<file path="config.mk">
export PLATFORM = sky130hd
export DESIGN_NAME = gedt_out_stage
export DESIGN_NICKNAME = d
export VERILOG_FILES = /design/src/gedt_pkg.sv /design/src/gedt_out_stage.sv
export SDC_FILE = /design/constraint.sdc
export NUM_CORES = 1
export LEC_CHECK = 0
export ABC_AREA = 1
export BUFFER_PORTS_ARGS = -buffer_cell sky130_fd_sc_hd__buf_4
export CORE_ASPECT_RATIO = 0.9
export CORE_MARGIN = 1
export CORE_UTILIZATION = 43
export DETAILED_ROUTE_END_ITERATION = 16
export HOLD_SLACK_MARGIN = 0.1
export PLACE_DENSITY = 0.81
export SETUP_SLACK_MARGIN = 0.02
export SLEW_MARGIN = 25
export SYNTH_ARGS = -nofsm -noshare
export SYNTH_HDL_FRONTEND = slang
export SYNTH_SLANG_ARGS = --single-unit
</file>
<file path="constraint.sdc">
create_clock -name clk_i -period 1.2 [get_ports clk_i]
set_clock_uncertainty 0.1 [all_clocks]
set_input_delay 0.06 -clock clk_i [delete_from_list [all_inputs] [get_ports clk_i]]
set_output_delay 0.06 -clock clk_i [all_outputs]
set_load 0.01 [all_outputs]
</file>
<file path="src/gedt_pkg.sv">
// Package for the gradient edge threshold core: sizes, register indexes,
// shared result/flag types and the RGB-to-gray function.
// No dependencies.
package gedt_pkg;

  localparam int MAX_COLS = 1024;
  localparam int MAX_ROWS = 4096;

  localparam int COL_W  = $clog2(MAX_COLS);
  localparam int ROW_W  = $clog2(MAX_ROWS);
  localparam int NCOL_W = COL_W + 1;
  localparam int NROW_W = ROW_W + 1;
  localparam int PIX_W  = 8;
  localparam int THR_W  = 12;
  localparam int MAG_W  = 17;   // dx^2 + dy^2 <= 2 * 255^2

  // configuration port
  localparam int CFG_IDX_W  = 2;
  localparam int CFG_DATA_W = (NROW_W > NCOL_W) ? ((NROW_W > THR_W) ? NROW_W : THR_W)
                                                : ((NCOL_W > THR_W) ? NCOL_W : THR_W);
  localparam logic [CFG_IDX_W-1:0] REG_NUM_COLS  = 2'd0;
  localparam logic [CFG_IDX_W-1:0] REG_NUM_ROWS  = 2'd1;
  localparam logic [CFG_IDX_W-1:0] REG_THRESHOLD = 2'd2;

  localparam int NUM_COLS_RST_I = (1024 > MAX_COLS) ? MAX_COLS : 1024;
  localparam int NUM_ROWS_RST_I = (1024 > MAX_ROWS) ? MAX_ROWS : 1024;
  localparam logic [NCOL_W-1:0] NUM_COLS_RST = NCOL_W'(NUM_COLS_RST_I);
  localparam logic [NROW_W-1:0] NUM_ROWS_RST = NROW_W'(NUM_ROWS_RST_I);
  localparam logic [NCOL_W-1:0] NUM_COLS_MAX = NCOL_W'(MAX_COLS);
  localparam logic [NROW_W-1:0] NUM_ROWS_MAX = NROW_W'(MAX_ROWS);

  // gray = floor((30r + 59g + 11b) / 100), /100 as *5243 >> 19 (exact below 43690)
  localparam int WT_RED     = 30;
  localparam int WT_GREEN   = 59;
  localparam int WT_BLUE    = 11;
  localparam int SUM_W      = 15;
  localparam int GRAY_MUL   = 5243;
  localparam int GRAY_SHIFT = 19;
  localparam int PROD_W     = 28;

  localparam logic [PIX_W-1:0] LEVEL_EDGE    = 8'd0;
  localparam logic [PIX_W-1:0] LEVEL_NO_EDGE = 8'd255;

  typedef struct packed {
    logic has_res;    // row above exists: a result for (R-1, C) is due
    logic border;     // (R-1, C) lies on the image border
    logic last_row;
    logic last_col;
  } flags_t;

  typedef struct packed {
    logic             frame_end;
    logic             run_last;
    logic [PIX_W-1:0] level;
    logic [COL_W-1:0] col;
    logic [ROW_W-1:0] row;
  } res_t;

  function automatic logic [PIX_W-1:0] gray_of(input logic [PIX_W-1:0] r,
                                               input logic [PIX_W-1:0] g,
                                               input logic [PIX_W-1:0] b);
    logic [SUM_W-1:0]  sum;
    logic [PROD_W-1:0] prod;
    sum  = SUM_W'(r) * SUM_W'(WT_RED) + SUM_W'(g) * SUM_W'(WT_GREEN)
         + SUM_W'(b) * SUM_W'(WT_BLUE);
    prod = PROD_W'(sum) * PROD_W'(GRAY_MUL);
    return prod[GRAY_SHIFT +: PIX_W];
  endfunction

endpackage

</file>
<file path="src/gedt_out_stage.sv">
// Output register pair: holds up to two results of one pixel and hands them
// out one per transfer. Depends on gedt_pkg.
module gedt_out_stage (
  input  logic              clk_i,
  input  logic              rst_ni,
  input  logic              load_i,
  input  logic              a_vld_i,
  input  gedt_pkg::res_t    a_i,
  input  logic              b_vld_i,
  input  gedt_pkg::res_t    b_i,
  input  logic              m_ready_i,
  output logic              free_o,
  output logic              m_valid_o,
  output gedt_pkg::res_t    m_res_o
);

  logic           a_vld_q, b_vld_q;
  gedt_pkg::res_t a_q, b_q;

  // free when empty, or when the only held result leaves now
  assign free_o    = (!a_vld_q && !b_vld_q) || (m_ready_i && (a_vld_q ^ b_vld_q));
  assign m_valid_o = a_vld_q || b_vld_q;
  assign m_res_o   = a_vld_q ? a_q : b_q;

  always_ff @(posedge clk_i or negedge rst_ni) begin
    if (!rst_ni) begin
      a_vld_q <= 1'b0;
      b_vld_q <= 1'b0;
    end else if (load_i) begin
      a_vld_q <= a_vld_i;
      b_vld_q <= b_vld_i;
    end else if (m_ready_i) begin
      if (a_vld_q) begin
        a_vld_q <= 1'b0;
      end else begin
        b_vld_q <= 1'b0;
      end
    end
  end

  always_ff @(posedge clk_i) begin
    if (load_i) begin
      a_q <= a_i;
      b_q <= b_i;
    end
  end

endmodule

</file>
==> Word level (Yosys, flattened, before mapping) <==
Index checks and enable logic that the tools add are counted.
{ "op_classes": {"bitwise": 1, "n_shift": 0, "eq_ne": 1, "n_reduce_logical": 8, "multipliers": 0, "mux": 6, "div_mod_pow": 0, "addsub": 0, "n_lt_le_gt_ge": 0} }
{ "ops": {"columns": ["operator", "count"], "rows": [
  ["32-bit two-way mux", 1],
  ["1-bit two-way mux", 5],
  ["1-bit logical AND", 2],
  ["1-bit zero test", 2],
  ["1-bit logical OR", 2],
  ["2-bit != test (second input constant)", 1],
  ["2-bit AND reduction", 1],
  ["2-bit nonzero test", 1],
  ["1-bit XOR", 1]
]} }
{ "word_totals": {"rom_bits": 0, "register_bits": 66, "latchBits": 0, "mem_count": 0, "out_inout_bits": 34, "in_bits": 70, "ram_bits": 0} }

==> Depth between registers and ports, before layout <==
{ "depth": {"word_depth": 3, "depth_mapped": 6, "depth_no_buf": 4} }

==> Worst setup path before layout <==
No wires, ideal clock.
{ "synth_path": {"path_type": "flip-flop to output port", "start": "register a_vld_q", "end": "output free_o", "arrival_time_ns": 1.035, "setup_slack_ns": 0.005, "n_path_buf": 2, "path_stages_with_launch": 7, "t_required_ns": 1.040, "path_cell_list": "dfrtp_1 -> buf_6 -> inv_8 -> buf_12 -> ha_1 -> nand2_1 -> nand2_1"} }
{ "synth_between": {"elab_chain_len": 3, "word_cells_on_any_way": 5} }
{ "synth_rtl": {"columns": ["item", "line", "source"], "rows": [
  ["start: declaration", "gedt_out_stage.sv:17", "logic a_vld_q, b_vld_q;"],
  ["start signal: assignment", "gedt_out_stage.sv:30", "a_vld_q <= a_vld_i;"],
  ["1-bit XOR or 1-bit zero test (tied branches)", "gedt_out_stage.sv:21", "assign free_o = (!a_vld_q && !b_vld_q) || (m_ready_i && (a_vld_q ^ b_vld_q));"],
  ["1-bit logical AND", "gedt_out_stage.sv:21", null],
  ["1-bit logical OR (*)", "gedt_out_stage.sv:21", null],
  ["end: declaration", "gedt_out_stage.sv:12", "output logic free_o,"]
]} }
Mark *: on every way between the ends. The rest lies on a longest branch, timed or not.

==> Worst setup path in the final report <==
Ends and elaborated chain as after synthesis.

==> flow_summary_export.csv <==
group,metric,value,unit
setup_path,critPathMaxFanout,4,
setup_path,end_kind,"output port",
place,port_buffers,103,
clocking,clock_path_buffers,2,
grt,globalRouteOverflowTotal,0,
floorplan,row_count,26,
floorplan,ios,104,
hold_path,whs_path_depth,2,
synthesis,syn_avg_cell_area,13.8,sq um
floorplan,die_h,74.9,um
finish,seq_area,1970,sq um
place,dp_slack,0.0423,ns
clocking,cts_sinks,66,
finish,fin_util,76.6,%
hold_path,hold_path_class,"primary input to register",
route,ant_nets,0,
power_and_ir_drop,power_density,1210,nW/um^2
grt,grt_pass1_vias,2021,
finish,syn_to_final_growth,71.6,%
setup_path,rrSetupSlack,0.12,ns
clocking,cts_setup_buffers,0,
place,globalplace.congestion,0.745,
route,detail_route.wl_per_cell,13.5,um
clocking,clk_latency,0.32,ns
finish,drive_above_1_share,41.4,%
finish,n_fill_cell,337,
finish,diodes,0,
setup_path,r2r_end,"b_vld_q$_DFFE_PN0P_",
setup_path,critPathLaunchType,"register",
clocking,clkTransAtPathRegs,0.06,ns
run,maxCapViolCount,0,
timing,relSlewSlack,84.8,%
timing,fin_crit,1.46,ns
floorplan,start_util,44.6,%
finish,fin_nets,439,
grt,gr-usage-all-layers,19.6,%
timing,slew_viol_final,0,
grt,antenna_found_initial,0,
grt,grt_first_pass_wirelength,9070,um
power_and_ir_drop,irDropWorstVdd,0.884,mV
synthesis,syn-num-nets,255,
route,viasPerCell,4.45,
timing,fmax,686,MHz
grt,grt_max_degree,45,
setup_path,crit_type,"register to output port",
synthesis,netlist_area,2540,sq um
synthesis,ys_seq_elements,66,
timing,period_share,121,%
timing,rsz0062_at_grt,"true",
power_and_ir_drop,fin_total_pwr,0.00527,W
synthesis,ys_warn_count,0,
hold_path,hold_end,"a_q[11]$_DFFE_PP_",
route,vias,1965,
place,dpl.hpwl,3280,um
route,wirelength,5960,um
status,status,"finished with violations",
clocking,htreeDepth,3,
floorplan,die-area,6220,sq um
setup_path,cp_data_required_time,1.04,ns
setup_path,critical_path_arrival,1.30,ns
timing,tightest_slew,0.228,ns
synthesis,synth_cell_type_count,11,
timing,final_hold_viol_count,0,
floorplan,fp.dieW,83.0,um
status,violations,"setup timing",
finish,final_cell_area,4360,sq um
finish,layout_commonest_cell,"buf_4",
synthesis,ys_seq_area_share,77.6,%
hold_path,min_from,"a_i[11]",
route,first_iter_violations,87,
timing,holdWs,0.347,ns
synthesis,synthCells,184,
floorplan,core_area,5690,sq um
timing,timing.final.ws_setup,-0.257,ns
clocking,cts_root_buffer,"clkbuf_8",
finish,multiInputGateArea,497,sq um
clocking,cts_tree,"yes",
clocking,cts_buffers,9,
setup_path,rr_startpoint,"a_vld_q$_DFFE_PN0P_",
finish,final_cell_mix,"buf_4 (94), nand2_1 (77), dlygate4sd3_1 (70), edfxtp_1 (64), nand2_2 (28)",
route,drc,0,
timing,setup_viol,34,
power_and_ir_drop,power.leakage,1.93,nW
setup_path,ff2ff_path_depth,5,
route,dr.pass1.iters,4,
place,dpl_cell_area,3420,sq um
-- state kept, by name, summed over array words and instances, names as in the netlist --
name     cells
a_vld_q      1
b_vld_q      1
a_q         32
b_q         32
-- kinds of logic (layout without fill, tap and decap cells) --
logic type,after synthesis,after routing,share of synthesized area (%)
buffers and inverters,10,198,4.23
DFF,66,66,77.6
and+or+nand+nor,107,107,17.7
adders and majority gates,1,1,0.492
-- Yosys cell counts (all sizes together) --
| master | n | area, sq um |
|---|---|---|
| nand2 | 105 | 442 |
| buf | 7 | 88.8 |
| edfxtp | 64 | 1920 |
| nor2 | 2 | 7.51 |
| dfrtp | 2 | 50.1 |
| inv | 3 | 18.8 |
| ha | 1 | 12.5 |
-- critical path, stage by stage (launching register included) --
cell	delay [ns]
dfrtp_2	0.46
inv_8	0.10
ha_4	0.20
nand2_2	0.06
nand2_2	0.05
buf_6	0.11
-- final cells by class --
type                            instances  area share, %
Timing Repair Buffer                  180           37.5
Multi-Input combinational cell        108           11.4
Clock inverter                          5          0.516
Inverter                                3          0.430
Tap cell                               70           2.01
Clock buffer                           10           2.93
Sequential cell                        66           45.2
-- power breakdown --
| part | total (W) | internal (W) | leakage, nW | switching, W |
|---|---|---|---|---|
| combinational | 0.00102 | 0.000603 | 1.20 | 0.000417 |
| clock | 0.00146 | 0.000712 | 0.0808 | 0.000746 |
| sequential | 0.00279 | 0.00273 | 0.650 | 0.0000607 |
| total | 0.00527 | 0.00405 | 1.93 | 0.00122 |
-- routing by layer --
metal	global-route usage (%)	part of all wire, %
met1	21.6	39
met2	35.2	54
met3	8.44	6.9
met4	6.13	0.39
met5	0	0
-- stage by stage --
| stage | TNS (ns) | cells |
|---|---|---|
| detailed placement | 0 | 356 |
| finish | -7.27 | 442 |
| global placement | 0 | 356 |
| floorplan | 0 | 184 |
| global route | -9.46 | 442 |
| CTS | -8.50 | 441 |
-- timing repair --
action | CTS | global route
hold buffers | 70 | 0
endpoints found under the hold margin | 92 | 0
gates cloned | 0 | 1
endpoints found under the setup margin | 34 | 34
gates resized for setup | 6 | 15
pin swaps | 1 | 0
-- worst max path at each step --
stage	from	end	slack [ns]	cells after the start
floorplan	a_vld_q$_DFFE_PN0P_	free_o	0.03	6
global placement	a_vld_q$_DFFE_PN0P_	free_o	0.07	5
detailed placement	a_vld_q$_DFFE_PN0P_	free_o	0.04	5
CTS	a_vld_q$_DFFE_PN0P_	m_res_o[13]	-0.28	5
global route	a_vld_q$_DFFE_PN0P_	free_o	-0.32	5
finish	a_vld_q$_DFFE_PN0P_	free_o	-0.26	5
No activity file was read; power rests on OpenSTA's default activity.
